### src/hdl/two_level_lru_cache_tag_tracker_defines.svh
`ifndef TWO_LEVEL_LRU_CACHE_TAG_TRACKER_DEFINES_SVH
`define TWO_LEVEL_LRU_CACHE_TAG_TRACKER_DEFINES_SVH

// Same-cycle implication, checked outside reset.
`define LTT_ASSERT_NOW(lbl, ante, cons, msg) \
  lbl: assert property (@(posedge clk) disable iff (!rst_n) (ante) |-> (cons)) else $error(msg);

// Next-cycle implication, checked outside reset.
`define LTT_ASSERT_NEXT(lbl, ante, cons, msg) \
  lbl: assert property (@(posedge clk) disable iff (!rst_n) (ante) |=> (cons)) else $error(msg);

`endif

### src/hdl/ltt_pkg.sv
`default_nettype none
package ltt_pkg;
  localparam int ADDR_BITS  = 13;
  localparam int MAX_WAYS   = 16;
  localparam int WAY_AW     = $clog2(MAX_WAYS);
  localparam int L1_LINES   = 1024;
  localparam int L2_LINES   = 4096;
  localparam int L1_LINE_AW = $clog2(L1_LINES);
  localparam int L2_LINE_AW = $clog2(L2_LINES);
  localparam int L1_GROUPS  = L1_LINES / MAX_WAYS;
  localparam int L2_GROUPS  = L2_LINES / MAX_WAYS;
  localparam int TAG_W      = 14;
  localparam int AGE_W      = 4;

  localparam logic [1:0] ST_STORE = 2'd0;
  localparam logic [1:0] ST_HIT   = 2'd1;
  localparam logic [1:0] ST_MISS  = 2'd2;

  localparam logic [2:0] REG_L2_EN    = 3'd0;
  localparam logic [2:0] REG_L1_WAYS  = 3'd1;
  localparam logic [2:0] REG_L1_BLOCK = 3'd2;
  localparam logic [2:0] REG_L1_ROWS  = 3'd3;
  localparam logic [2:0] REG_L2_WAYS  = 3'd4;
  localparam logic [2:0] REG_L2_BLOCK = 3'd5;
  localparam logic [2:0] REG_L2_ROWS  = 3'd6;

  typedef struct packed {
    logic             vld;
    logic [TAG_W-1:0] tag;
    logic [AGE_W-1:0] age;
  } lane_t;

  typedef lane_t [MAX_WAYS-1:0] group_t;
endpackage
`default_nettype wire

### src/hdl/ltt_set_update.sv
`default_nettype none
module ltt_set_update (
  input  wire ltt_pkg::group_t                 rd_data,
  input  wire logic                            grp_vld,
  input  wire logic [2:0]                      wlog,
  input  wire logic [ltt_pkg::WAY_AW-1:0]      lane_base,
  input  wire logic [ltt_pkg::TAG_W-1:0]       tag,
  output logic                                 hit,
  output ltt_pkg::group_t                      wr_data
);
  ltt_pkg::group_t              eff;
  logic [ltt_pkg::WAY_AW-1:0]   mask;
  logic [ltt_pkg::MAX_WAYS-1:0] inrow;
  logic [ltt_pkg::MAX_WAYS-1:0] match;
  logic [ltt_pkg::MAX_WAYS-1:0] oldest;
  logic [ltt_pkg::WAY_AW-1:0]   hit_lane;
  logic [ltt_pkg::WAY_AW-1:0]   lru_lane;
  logic [ltt_pkg::WAY_AW-1:0]   pick;
  logic [ltt_pkg::AGE_W-1:0]    old_age;

  always_comb begin
    mask = ltt_pkg::WAY_AW'((ltt_pkg::MAX_WAYS'(1) << wlog) - 1);
    for (int j = 0; j < ltt_pkg::MAX_WAYS; j++) begin
      if (grp_vld) begin
        eff[j] = rd_data[j];
      end else begin
        eff[j].vld = 1'b0;
        eff[j].tag = '0;
        eff[j].age = ltt_pkg::AGE_W'(ltt_pkg::WAY_AW'(j) & mask);
      end
      inrow[j]  = (ltt_pkg::WAY_AW'(j) & ~mask) == lane_base;
      match[j]  = inrow[j] && eff[j].vld && (eff[j].tag == tag);
      oldest[j] = inrow[j] && (eff[j].age == '0);
    end
    hit_lane = lane_base;
    lru_lane = lane_base;
    for (int j = ltt_pkg::MAX_WAYS - 1; j >= 0; j--) begin
      if (match[j]) begin
        hit_lane = ltt_pkg::WAY_AW'(j);
      end
      if (oldest[j]) begin
        lru_lane = ltt_pkg::WAY_AW'(j);
      end
    end
    hit     = |match;
    pick    = hit ? hit_lane : lru_lane;
    old_age = eff[pick].age;
    for (int j = 0; j < ltt_pkg::MAX_WAYS; j++) begin
      wr_data[j] = eff[j];
      if (inrow[j]) begin
        if (ltt_pkg::WAY_AW'(j) == pick) begin
          wr_data[j].vld = 1'b1;
          wr_data[j].tag = tag;
          wr_data[j].age = ltt_pkg::AGE_W'(mask);
        end else if (eff[j].age > old_age) begin
          wr_data[j].age = eff[j].age - 1'b1;
        end
      end
    end
  end
endmodule
`default_nettype wire

### config.mk
export PLATFORM = sky130hd
export DESIGN_NAME = ltt_set_update
export DESIGN_NICKNAME = d
export VERILOG_FILES = /design/src/hdl/two_level_lru_cache_tag_tracker_defines.svh /design/src/hdl/ltt_pkg.sv /design/src/hdl/ltt_set_update.sv
export SDC_FILE = /design/constraint.sdc
export NUM_CORES = 1
export LEC_CHECK = 0
export ABC_AREA = 1
export BUFFER_PORTS_ARGS = -buffer_cell sky130_fd_sc_hd__buf_4
export CAP_MARGIN = 15
export CORE_AREA = 2 2 246 248
export DETAILED_ROUTE_END_ITERATION = 8
export DIE_AREA = 0 0 248 250
export PLACE_DENSITY = 0.49
export SETUP_SLACK_MARGIN = 0.02
export SKIP_LAST_GASP = 1
export SLEW_MARGIN = 25
export SYNTH_ARGS = -nofsm -noshare
export SYNTH_HDL_FRONTEND = slang
export SYNTH_SLANG_ARGS = --single-unit
### constraint.sdc
create_clock -name vclk -period 7.7
set_input_delay 1.155 -clock vclk [all_inputs]
set_output_delay 1.155 -clock vclk [all_outputs]
set_load 0.03 [all_outputs]
==> After elaboration in Yosys (flattened, before gate mapping) <==
Cells that the tools add are included.
{ "op_classes": {"addsub": 17, "reduce_logical": 67, "eq_ne": 46, "n_bitwise": 1, "n_shift": 1, "multipliers": 0, "order_cmp": 17, "mux": 115, "n_div": 0} }
{ "op_table": {"columns": ["operator", "n"], "rows": [
  ["$mux W19", 32],
  ["$mux W4", 66],
  ["$mux W15", 16],
  ["$eq A14 B14 Y1", 16],
  ["$bmux W19 S4", 1],
  ["$logic_not A4 Y1", 18],
  ["$gt A4 B4 Y1", 16],
  ["$sub A4 B1 Y4 const B", 16],
  ["$logic_and A1 B1 Y1", 48],
  ["$eq A4 B4 Y1", 8],
  ["$eq A4 B4 Y1 const A", 8],
  ["$eq A3 B4 Y1", 4],
  ["$eq A3 B4 Y1 const A", 4],
  ["$reduce_or A16 Y1", 1],
  ["$eq A2 B4 Y1", 2],
  ["$eq A2 B4 Y1 const A", 2],
  ["$lt A4 B5 Y1 const B", 1],
  ["$eq A1 B4 Y1", 1],
  ["$eq A1 B4 Y1 const A", 1],
  ["$not A4 Y4", 1],
  ["$shl A1 B3 Y4 const A", 1],
  ["$sub A4 B2 Y4 const B", 1]
]} }
{ "totals": {"mem_bits_ro": 0, "ff_bits": 0, "latchBits": 0, "wordCells": 264, "ram_bits": 0, "out_inout_bits": 305, "mem_count": 0, "in_bits": 326} }

==> Longest topological paths before layout <==
{ "depth": {"depth_word": 29, "ltp_mapped": 51, "depth_no_buf": 48} }

==> Worst setup path before layout <==
No wires, ideal clock.
{ "synth_timing": {"path_type": "in2out", "startpoint": "input port grp_vld", "endpoint": "output port wr_data[41] (netlist bit)", "path_stages": 46, "path_buffers": 8, "arrival_ps": 7070, "setup_slack_ps": -525, "cell_sequence": "buf_4 > buf_4 > buf_4 > buf_6 > buf_4 > buf_2 > buf_1 > a21oi_1 > ha_1 > nand2_1 > nor2_1 > nand2_1 > nand2_1 > nand2_1 > nand2_1 > nand2_1 > nand2_1 > nand2_1 > [... 10 more ...] > nand2_8 > buf_1 > nand2_1 > nand3_1 > nand2_1 > nand2_1 > nand2_1 > nor2_1 > ha_1 > nand2_1 > o21ai_0 > nand3_1 > nor3_1 > xor2_1 > inv_1 > nand2_1 > o21ai_0 > o21ai_0"} }
{ "synth_rtl": {"columns": ["element", "line_no", "rtl"], "rows": [
  ["start: declaration", "ltt_set_update.sv:4", "input wire logic grp_vld,"],
  ["end: declaration", "ltt_set_update.sv:9", "output ltt_pkg::group_t wr_data"]
]} }

==> flow_summary.yaml <==
finish:
  layout-drive-gt1-share_pct: 29.9
  clkbuf_count: 0
  fin_nets: 4223
  final_common_cell: "nand2_1"
  area_growth_pct: 54.7
  regArea_um2: 0
  fillers: 6927
  seq_cell_count: 0
  layout_common_cells: "985 x nand2_1, 911 x buf_4, 335 x nor2_1"
die:
  dieHeight_um: 250
  die_x_um: 248
  ios: 631
  dieArea_um2: 62000
  start_util_pct: 25.0
  core-area_um2: 59600
  num_rows: 90
status:
  outcome: "finished clean"
worst_setup_path:
  worstSetupPathType: "in -> out"
  arrival_ns: 6.25
  cpPeakStageDelay_ns: 0.38
  start_kind: "primary input"
  slowest_stage: "nor2_1"
  cp_top_family: "simple AND/OR/NAND/NOR gates"
  cp.required_ns: 6.55
  end_kind: "output pin"
  crit_fanout: 10
  path_buf_inv: 12
  crit_cells: 36
  crit_top_cell: "nand2_1"
yosys:
  avgSynthCellArea_um2: 4.95
  synth_cell_types: 55
  ys_seq_area_share_pct: 0
  syn-cell-area_um2: 14900
  syn-num-nets: 3439
  syn-instance-count: 3016
  netlist.area_leader.share_pct: 25.0
  netlist_top_cells_area: "nand2_1 25%, nor2_1 8.8%, inv_1 8.4%"
  synth.largest_area_cell: "nand2_1"
  yosysWarnings: 0
timing:
  hold_violations: 0
  fmax_mhz: 135
  worst_pin_slew_ns: 0.918
  finalCritPeriodShare_pct: 96.2
  setup-violations-final: 0
  slew_headroom_pct: 38.3
  worst_slack_ns: 0.292
  maxSlewViolCount: 0
  rsz0062_at_grt: "true"
  period_minus_slack_ns: 7.41
  finalSetupTns_ns: 0
global_route:
  grt_max_degree: 53
  grt_pass1_vias: 22100
  grt_pass1_wl_um: 148000
  antenna_found_initial: 11
  grt_usage_pct: 31.8
  grt_overflow_total: 0
power_and_ir_drop:
  pwr-share-clk_pct: 0
  seqPwrFrac_pct: 0
  p_sw_share_pct: 60.7
  power.internal_uw: 863
  p_leak_uw: 0.0129
  powerDensity_nw_per_um2: 95.1
  combinationalPowerShare_pct: 100.0
  ir_drop_mv: 0.0512
  power_switching_uw: 1330
hold_path:
  hold_path_class: "in -> out"
  hold_depth: 4
route:
  via_per_inst: 5.18
  dr.pass1.iters: 6
  drtIter0Drc: 1795
  antenna_left: 0
  wirelength_um: 106000
  wire_per_inst_um: 23.1
  vias: 23800
  drc_errors: 0
flow_run:
  max_cap_violations: 0
placed_design:
  place_ws_ns: -0.338
  gp_congestion: 0.993
  portBuffers: 631
  dp_hpwl_um: 87400
clock_network:
  hold_buffers: 0
per-stage QoR:
step                      area [um^2]  util, %  power, uW  hold slack [ns]  cells
after floorplan                 14900        -       1160             2.52   3016
after global placement          22200     37.3       2050             2.65   4553
after detailed placement        22200     37.3       2040             2.65   4553
after CTS                       22300     37.5       2070             2.65   4559
after global routing            23100     38.7       2370             2.67   4584
final                           23100     38.7       2190             2.65   4584
power groups by stage:
stage	Clock, uW	Combinational (uW)	Sequential [uW]
after floorplan	0	1160	0
after global placement	0	2050	0
after detailed placement	0	2040	0
after CTS	0	2070	0
after global routing	0.0000698	2370	0
final	0.0000700	2190	0
cell usage after synthesis (all sizes together):
| cell | n |
|---|---|
| o21bai | 1 |
| o22ai | 37 |
| a221oi | 1 |
| nand3 | 111 |
| nand2 | 1013 |
| nor4b | 6 |
| o21a | 1 |
| inv | 370 |
| or2 | 4 |
| buf | 121 |
| o2111ai | 11 |
| a31oi | 2 |
| o31ai | 1 |
| nor4 | 57 |
| a32o | 5 |
| a32oi | 1 |
| nor2b | 1 |
| o21ai | 262 |
| nor3 | 65 |
| a2111oi | 7 |
| nor3b | 12 |
| clkinv | 1 |
| a41oi | 1 |
| o2111a | 1 |
| a211oi | 2 |
| o211ai | 18 |
| nand3b | 8 |
| xnor2 | 2 |
| clkbuf | 55 |
| nand4 | 104 |
| ha | 97 |
| nor2 | 370 |
| xor2 | 110 |
| or4 | 2 |
| and2 | 3 |
| and3 | 3 |
| a21oi | 150 |
routing by layer:
layer | wire length, um | GRT usage [%] | part of all wire, % | up-vias
met5 | 64 | 0 | 0.061 | -
met4 | 3660 | 9.48 | 3.5 | 12
met3 | 8340 | 3.93 | 7.9 | 190
met2 | 49100 | 53.6 | 46 | 1125
met1 | 44500 | 41.8 | 42 | 11000
li1 | - | - | - | 11400
worst paths after layout:
kind                      from            to  slack (ns)
setup / recovery       wlog[2]   wr_data[79]        0.29
hold / removal    rd_data[151]  wr_data[151]        2.65
cell families after synthesis:
family                     after synthesis  synth area share, %
adders and majority gates               97                 8.14
buffers and inverters                  547                 15.6
and+or+nand+nor                       1759                 51.1
AOI/OAI and AO/OA                      501                 18.6
xor gates and xnor gates               112                 6.58
final cells by class:
type / count / area, um^2 / share of cell area, %
Multi-Input combinational cell: 2471 / 13100 / 56.7
Tap cell: 782 / 978 / 4.24
Timing Repair Buffer: 956 / 7600 / 32.9
Antenna cell: 4 / 10.0 / 0.0434
Inverter: 371 / 1400 / 6.07
worst min-delay path, delay by kind of cell:
| family | cells | cell delay, ns |
|---|---|---|
| AND/OR/NAND/NOR | 2 | 0.09 |
| buffers and inverters | 2 | 0.24 |
timing repair:
item                                    in CTS  in global routing
pin swaps                                    5                 72
cloned                                       1                  4
endpoints found under the setup margin      64                 64
gates resized for setup                     19                135
setup buffers                                5                 17
No activity file was read; power rests on OpenSTA's default activity.
