$ cat src/hdl/two_level_lru_cache_tag_tracker_defines.svh
`ifndef TWO_LEVEL_LRU_CACHE_TAG_TRACKER_DEFINES_SVH
`define TWO_LEVEL_LRU_CACHE_TAG_TRACKER_DEFINES_SVH

// Same-cycle implication, checked outside reset.
`define LTT_ASSERT_NOW(lbl, ante, cons, msg) \
  lbl: assert property (@(posedge clk) disable iff (!rst_n) (ante) |-> (cons)) else $error(msg);

// Next-cycle implication, checked outside reset.
`define LTT_ASSERT_NEXT(lbl, ante, cons, msg) \
  lbl: assert property (@(posedge clk) disable iff (!rst_n) (ante) |=> (cons)) else $error(msg);

`endif

$ cat src/hdl/ltt_ram.sv
`default_nettype none
module ltt_ram #(
  parameter int DEPTH = 64,
  parameter int WIDTH = 8,
  parameter int AW    = $clog2(DEPTH)
) (
  input  wire logic             clk,
  input  wire logic [AW-1:0]    raddr,
  output logic      [WIDTH-1:0] rdata,
  input  wire logic             we,
  input  wire logic [AW-1:0]    waddr,
  input  wire logic [WIDTH-1:0] wdata
);
  logic [WIDTH-1:0] mem [DEPTH];

  always_ff @(posedge clk) begin
    if (we) begin
      mem[waddr] <= wdata;
    end
    rdata <= mem[raddr];
  end
endmodule
`default_nettype wire

$ cat config.mk
export PLATFORM = sky130hd
export DESIGN_NAME = ltt_ram
export DESIGN_NICKNAME = d
export VERILOG_FILES = /design/src/hdl/two_level_lru_cache_tag_tracker_defines.svh /design/src/hdl/ltt_ram.sv
export SDC_FILE = /design/constraint.sdc
export NUM_CORES = 1
export LEC_CHECK = 0
export BUFFER_PORTS_ARGS = -buffer_cell sky130_fd_sc_hd__buf_2
export CAP_MARGIN = 20
export CELL_PAD_IN_SITES_DETAIL_PLACEMENT = 1
export CELL_PAD_IN_SITES_GLOBAL_PLACEMENT = 2
export CORE_MARGIN = 1.5
export CORE_UTILIZATION = 56
export CTS_BUF_LIST = sky130_fd_sc_hd__clkbuf_2
export CTS_CLUSTER_DIAMETER = 200
export DETAILED_ROUTE_END_ITERATION = 8
export PLACE_DENSITY = 0.95
export REMOVE_ABC_BUFFERS = 1
export SLEW_MARGIN = 20
export SYNTH_ARGS = -nofsm -noshare
export SYNTH_HDL_FRONTEND = slang
export SYNTH_SLANG_ARGS = --single-unit
$ cat constraint.sdc
create_clock -name clk -period 3.53 [get_ports clk]
set_input_delay 1.059 -clock clk [delete_from_list [all_inputs] [get_ports clk]]
set_output_delay 1.059 -clock clk [all_outputs]
set_load 0.01 [all_outputs]
-- Word-level counts from Yosys, hierarchy flattened
Memories as Yosys holds them, arrays and structs flattened. A register that Yosys moved wholly into a read port is not among the register bits.
Index checks and enable logic that the tools add are counted.
Widths: inputs -> output; s select.
- register bits: 0
- bits in writable memories: 512
- memories kept: 1
- memories (name ; depth ; width ; read ports ; clocked after Yosys merged registers in ; write ports ; RTL line ; source):
    mem ; 64 ; 8 ; 1 ; 1 ; 1 ; ltt_ram.sv:14 ; logic [WIDTH-1:0] mem [DEPTH];
- mux-type cells: 2
- operator list (kind ; count):
    $mux 1 ; 2

-- Depth between registers and ports, before layout
Gate-level depths: netlist of run 1.
- depth after elaboration: 2
- depth in mapped cells: 9

-- Worst setup path after synthesis of run 1
OpenSTA, ideal clock, no wires.
- path kind: input port to flip-flop
- from: in raddr[1]
- to: reg rdata[3], read port of mem
- data arrival time: 2.599 ns
- data required time: 3.402 ns
- slack: 0.803 ns
- cell stages on the path: 7
- cells stage by stage: buf_4 > buf_2 > buf_2 > mux4_2 > mux4_2 > o21ai_1 > o41ai_1
- RTL lines (what ; RTL line ; source):
    from (decl) ; ltt_ram.sv:8 ; input wire logic [AW-1:0] raddr,
    to (decl) ; ltt_ram.sv:9 ; output logic [WIDTH-1:0] rdata,

-- Final worst setup path of run 1
- from: reg rdata[5], read port of mem
- to: out rdata[5]
No word-level cell between the ends.

==> results.md, run 1 <==
- Status: completed
- Fin nets: 1,175
- Rel. slew slack: 0.4801
- Actual slew at the worst max-slew pin: 0.7798 ns
- Global routing's busiest layer: met2
- Type of origin of the critical path: flip-flop
- GPL Wtd Cong: 0.8272
- Synth Flop Type: edfxtp_1
- Kind of critical path: reg2out
- Required @ worst endpoint: 2.47 ns
- Post-route ant nets: 0
- Fraction of layout cells with a size suffix above 1: 0.3835
- Peak supply drop: 0.2969 mV
- RSZ-0062 raised after global routing: no
- Hold crit path type: in2reg
- CTS sink count: 520
- Via count: 11,041
- Area Growth Syn to Fin: 12.28%
- Setup slack after layout: 0.7677 ns
- Crit. path cell count: 1
- Post-CTS Setup Bufs: 0
- Async S/R FF share, synth: 0
- Power density over cell area: 510.7 mW/mm^2
- RR Startpoint: mem[21][6]
- Die area: 0.03716 mm^2
- Height of the die: 192.8 um
- Average size of a mapped cell: 21.45 um^2
- Tmin final: 2.762 ns
- Register-to-register setup slack: 1.10 ns
- CP max stage delay: 0.46 ns
- Finish-stage setup viols: 0
- Worst-Skew Late Latency: 1.08 ns
- H-tree Lvls: 3
- TritonCTS clock tree: yes
- First-pass GRT wire length: 80,900 um
- Worst setup startpoint: rdata[5]
- Slowest-stage cell, CP: dfxtp_1
- Cell family with most CP delay: flip-flops
- Pre-CTS setup slack: 0.1069 ns
- PortBufs: 29
- Yosys reg bits: 520
- Hold buffers post-CTS: 0
- Clk_skew: 0.09566 ns
- Vias in the first global route: 11,867
- Pin count of the biggest net entering global routing: 65
- DR vias/cell: 6.404
- Clock transition at the registers of the reported paths: 0.13 ns
- Area contributors post-synth: edfxtp_1 76%, mux4_2 14%, nor2_1 1.5%
- Cell leakage power: 0.007568 uW
- Area leader, netlist: edfxtp_1
- Synthesized area: 0.02017 mm^2
- Avg WL per Cell: 32.09 um
- Met1 Use GR: 0.4051
- Crit path capture: rdata[5]
- DP Wirelength: 33,100 um
- Post-cts resize count: 0
- Yosys top cell area share: 0.7624
- Initial Util: 0.5684
- Die width: 192.8 um
- Seq/Total Area, Yosys: 0.7703
- Total global routing overflow: 0
- Overall Global Routing Usage: 0.3134
- CP arrival: 1.70 ns
- Fmax: 362.0 MHz
- Met3 usage in global routing: 0.06983
- Drt pass-1 iters: 5
- Grt met2 use: 0.5088
- Buf/Inv on CP: 1
- Num CTS Buffers: 121
- Post-synth EDFFs: 512
- Critical Path Fanout Max: 1
- Drc violations: 0
- Clk root buf: clkbuf_2
- RR Endpoint: rdata[6]
- Max-Cap Viols: 0
- Fin. Hold Viols: 0
- WL final: 55,330 um
- Core area: 0.03548 mm^2
- Yosys cell types: 40
- CP endpoint kind: primary output
- Crit share post-route: 0.7825
- Initial DRC count: 1,447
- Initial antenna violation count: 2
- Cells along the critical path: buf_2
- Num rows: 69
- Deepest clock path buffer count: 3
- Synth warn: 0
- IO Count: 30
- Final Slew Violations: 0
- Cells after synthesis: 940
- Setup TNS: 0 ns
- R2r worst-path depth: 5
[per-layer routing]
| layer | vias to the layer above | share of wire | routed length (um) |
|---|---|---|---|
| met5 | - | 0 | 0 |
| met4 | 0 | 0.043 | 2369 |
| met3 | 160 | 0.097 | 5359 |
| met2 | 814 | 0.51 | 27960 |
| met1 | 5627 | 0.35 | 19640 |
| li1 | 4440 | - | - |
[kinds of logic (layout without fill, tap and decap cells)]
family | after synthesis | count (layout) | share of synthesized area
other | 0 | 1 | 0
multiplexers | 162 | 162 | 0.1594
AO/OA/AOI/OAI | 54 | 54 | 0.02072
flip-flops | 520 | 520 | 0.7703
AND/OR/NAND/NOR | 153 | 153 | 0.03387
buffers and inverters | 51 | 373 | 0.01570
[worst min path at each step]
stage                     from        to  slack (ns)  cells after the start
finish                raddr[5]  rdata[1]        0.50                      3
global route          raddr[5]  rdata[1]        0.43                      3
CTS                   raddr[5]  rdata[1]        0.40                      3
detailed placement  mem[34][2]  rdata[2]        0.91                      4
global placement    mem[34][2]  rdata[2]        0.86                      4
floorplan           mem[34][0]  rdata[0]        0.71                      4
[placed cells by master (no fill, tap or decap), drive strengths merged, types with 2 or more instances in the layout]
master / n
o221ai: 8
nor4: 2
clkbuf: 195
nand2: 19
o32ai: 2
nand4: 2
o21ai: 4
clkinv: 32
nor2b: 14
a221oi: 6
nor2: 83
nand3: 13
o221a: 2
dfxtp: 8
nand3b: 3
mux2: 13
nor3: 7
o21a: 2
edfxtp: 512
a2111oi: 2
mux4: 126
a211oi: 4
mux2i: 23
o22ai: 8
nand2b: 7
a22oi: 3
o2111ai: 3
a21oi: 3
buf: 140
o2bb2ai: 3
inv: 4
o41ai: 2
[registers in the layout, summed over array words and instances, names as in the netlist]
signal,count
mem,512
rdata,8
[worst register-to-register path, stage by stage (launching register included)]
cell and delay, ns:
edfxtp_1 0.41, mux4_2 0.50, mux2_2 0.30, o221a_2 0.29, nor3_1 0.50, o32ai_1 0.22
[through the flow]
step	utilization	area [um^2]	cells	total power [uW]	hold WS, ns
after floorplan	-	19850	889	7245	0.7079
after global placement	0.6056	21490	1491	7622	0.8569
after detailed placement	0.6056	21490	1491	7670	0.9131
after CTS	0.6379	22640	1723	11610	0.3976
after global routing	0.6381	22640	1724	11920	0.4292
final	0.6381	22640	1724	11560	0.5045
[Yosys cell counts (all sizes together) (4+ instances only)]
cell type	n
clkbuf	17
nor2b	14
nor2	83
nand3	13
buf	34
mux2i	23
nand2	19
edfxtp	512
nand2b	7
o221ai	8
a211oi	4
mux4	126
nor3	7
a221oi	6
o21ai	4
o22ai	8
mux2	13
dfxtp	8
[report_power, final]
part	total (uW)	internal (uW)	leakage [uW]	switching [uW]
sequential	6850	6820	0.00467	29.5
clock	4010	1530	0.000892	2480
combinational	702	261	0.00200	441
total	11600	8610	0.00757	2950
[area by class of cell]
class	instances	area [um^2]
Sequential cell	520	15530
Fill cell	3031	12840
Multi-Input combinational cell	369	4315
Timing Repair Buffer	141	1067
Clock buffer	194	970.9
Tap cell	461	576.8
Clock inverter	38	175.2
Antenna cell	1	2.502
Power figures use the tool's default switching activity.
==> run 2: changes to the inputs <==
--- a/config.mk
+++ b/config.mk
@@ -5,16 +5,17 @@
 export SDC_FILE = /design/constraint.sdc
 export NUM_CORES = 1
 export LEC_CHECK = 0
+export ABC_AREA = 1
 export BUFFER_PORTS_ARGS = -buffer_cell sky130_fd_sc_hd__buf_2
 export CAP_MARGIN = 20
 export CELL_PAD_IN_SITES_DETAIL_PLACEMENT = 1
 export CELL_PAD_IN_SITES_GLOBAL_PLACEMENT = 2
 export CORE_MARGIN = 1.5
-export CORE_UTILIZATION = 56
+export CORE_UTILIZATION = 45
 export CTS_BUF_LIST = sky130_fd_sc_hd__clkbuf_2
 export CTS_CLUSTER_DIAMETER = 200
 export DETAILED_ROUTE_END_ITERATION = 8
-export PLACE_DENSITY = 0.95
+export PLACE_DENSITY = 0.91
 export REMOVE_ABC_BUFFERS = 1
 export SLEW_MARGIN = 20
 export SYNTH_ARGS = -nofsm -noshare
==> constraint.sdc (replaced) <==
create_clock -name clk -period 2.9 [get_ports clk]
set_input_delay 0.87 -clock clk [delete_from_list [all_inputs] [get_ports clk]]
set_output_delay 0.87 -clock clk [all_outputs]
set_load 0.01 [all_outputs]
==> run 2 against run 1 <==
Total power up 23%; non-clock buffer count is 4 higher; area after synthesis increased by 5.8%; global-route usage down 4.9 points; count of clock-buffer cells in the layout stayed put; clock skew increased by 0.0018 ns; hold slack got worse by 0.32 ns; sequential share of layout area down 3.0 points; final cell count up 55%; wire length grew 11%; design area increased by 4.6%; critical path type unchanged; critical endpoint is now rdata[1]; largest power group unchanged; highest routed layer unchanged.
==> results.md, run 2 <==
- Status: completed
- Max reg flops: 512
- Cell leakage power: 0.008948 uW
- Clock transition at the registers of the reported paths: 0.11 ns
- Yosys top cell area share: 0.7205
- Height of the die: 220.8 um
- Yosys cell types: 16
- Synthesized area: 0.02134 mm^2
- Die area: 0.04874 mm^2
- H-tree Lvls: 4
- IO Count: 30
- Final Slew Violations: 0
- TritonCTS clock tree: yes
- Worst-Skew Late Latency: 1.13 ns
- Average size of a mapped cell: 11.82 um^2
- WL final: 61,530 um
- Post-Synth XOR/XNOR Area: 0
- Top reg by flops: mem
- Clk_skew: 0.09743 ns
- Finish-stage setup viols: 0
- Post-CTS Setup Bufs: 0
- Synth Flop Type: edfxtp_1
- Cell family with most CP delay: flip-flops
- Most frequent cells in the layout: 648 x nand2_1, 512 x edfxtp_1, 439 x nand3_1
- CP endpoint kind: primary output
- Yosys reg bits: 520
- CTS sink count: 520
- Required @ worst endpoint: 2.03 ns
- Count leader, synth: nand2_1
- Area Growth Syn to Fin: 10.98%
- Seq/Total Area, Yosys: 0.7280
- Critical Path Fanout Max: 1
- CP arrival: 1.77 ns
- Cells after DPL: 2,444
- Synth Area in Compound Gates: 0
- Area leader, netlist: edfxtp_1
- Die width: 220.8 um
- Min-delay src: wdata[3]
- Cells after synthesis: 1,805
- Cells along the critical path: buf_2
- Async S/R FF share, synth: 0
- Fin. Hold Viols: 0
- Pre-CTS setup slack: 0.09799 ns
- GPL Wtd Cong: 0.8374
- Largest family of logic cells by synthesized area: simple AND/OR/NAND/NOR gates
- Fillers: 5,050
- First-pass GRT wire length: 94,360 um
- Post-Synth Adder-Cell Area: 0
- WHS Endpoint: mem[50][3]
- Avg WL per Cell: 23.04 um
- Actual slew at the worst max-slew pin: 0.8250 ns
- Post-synth EDFFs: 512
- PortBufs: 29
- RR Endpoint: rdata[7]
- Overall Global Routing Usage: 0.2640
- Clk root buf: clkbuf_2
- Via count: 15,009
- Setup slack after layout: 0.2614 ns
- Synth Area in Simple Gates: 0.2318
- Drt pass-1 iters: 9
- Hold crit path type: in2reg
- Most common cell after layout, fill and taps aside: nand2_1
- Vias in the first global route: 15,815
- Fraction of layout cells with a size suffix above 1: 0.1722
- RR Startpoint: mem[51][7]
- Initial DRC count: 1,441
- Drc violations: 0
- WHS Path Cells: 1
- Pin count of the biggest net entering global routing: 97
- Post-cts resize count: 0
- Total global routing overflow: 0
- Area contributors post-synth: edfxtp_1 72%, nand2_1 11%, nand3_1 10%
- Num CTS Buffers: 134
- Fin nets: 1,995
- Register-to-register setup slack: 1.46 ns
- Post-route ant nets: 0
- DP Wirelength: 37,220 um
- Slowest-stage cell, CP: dfxtp_1
- R2r worst-path depth: 8
- Deepest clock path buffer count: 3
- Hold buffers post-CTS: 0
- Worst hold margin: 0.1834 ns
- Core area: 0.04665 mm^2
- DR vias/cell: 5.621
- Initial Util: 0.4574
- Tmin final: 2.639 ns
- Mux share of post-synthesis cell area: 0
- Top flop regs: mem: 512 flops, rdata: 8 flops
- Num rows: 79
- Synth warn: 0
- Peak supply drop: 0.4079 mV
- Kind of critical path: reg2out
- Crit share post-route: 0.9098
- Final cell count without fillers: 2,670
- RSZ-0062 raised after global routing: no
- Initial antenna violation count: 1
- Synth cell count leaders: 648 x nand2_1, 512 x edfxtp_1, 439 x nand3_1
- Rel. slew slack: 0.4483
- Buf/Inv on CP: 1
- Power density over cell area: 600.2 mW/mm^2
- CP max stage delay: 0.50 ns
- Fmax: 379.0 MHz
- Max-Cap Viols: 0
- Type of origin of the critical path: flip-flop
-- run 2: kinds of logic after synthesis --
logic type,count (synthesis)
flops,520
buf+inv,125
simple gates,1160
-- run 2: worst max-delay path by stage --
| stage | to | depth (start not counted) | startpoint | slack (ns) |
|---|---|---|---|---|
| global route | rdata[3] | 1 | rdata[3] | 0.21 |
| global placement | mem[41][0] | 5 | waddr[1] | 0.15 |
| finish | rdata[1] | 1 | rdata[1] | 0.26 |
| CTS | rdata[1] | 1 | rdata[1] | 0.17 |
| detailed placement | mem[41][0] | 5 | waddr[1] | 0.1 |
| floorplan | rdata[7] | 8 | raddr[1] | -0.49 |
-- run 2: through the flow --
stage	instance area [um^2]	power (uW)	setup TNS, ns	util
floorplan	20530	8919	-3.832	-
global placement	22560	9527	0	0.4836
detailed placement	22560	9566	0	0.4836
CTS	23680	14340	0	0.5076
global route	23680	14790	0	0.5076
finish	23680	14220	0	0.5076
-- run 2: layout make-up --
class                   count  area [um^2]  area share
clock inverters            31        148.9    0.006287
inverters                  12        55.05    0.002325
multi-input cells        1160         4946      0.2088
diodes                      1        2.502   0.0001057
clock buffers             194        970.9     0.04100
well taps                 607        759.5     0.03207
repair buffers            145         1265     0.05341
flip-flops and latches    520        15530      0.6560
-- run 2: per-layer routing --
layer	global-route usage	wire length, um
met1	0.3464	25150
met2	0.4261	29910
met3	0.04632	3953
met4	0.1293	2508
met5	0	0
-- run 2: where the power goes --
group / total, uW / internal [uW] / switching (uW)
Sequential: 8340 / 8300 / 34.0
Combinational: 1060 / 280 / 784
Clock: 4810 / 1860 / 2950
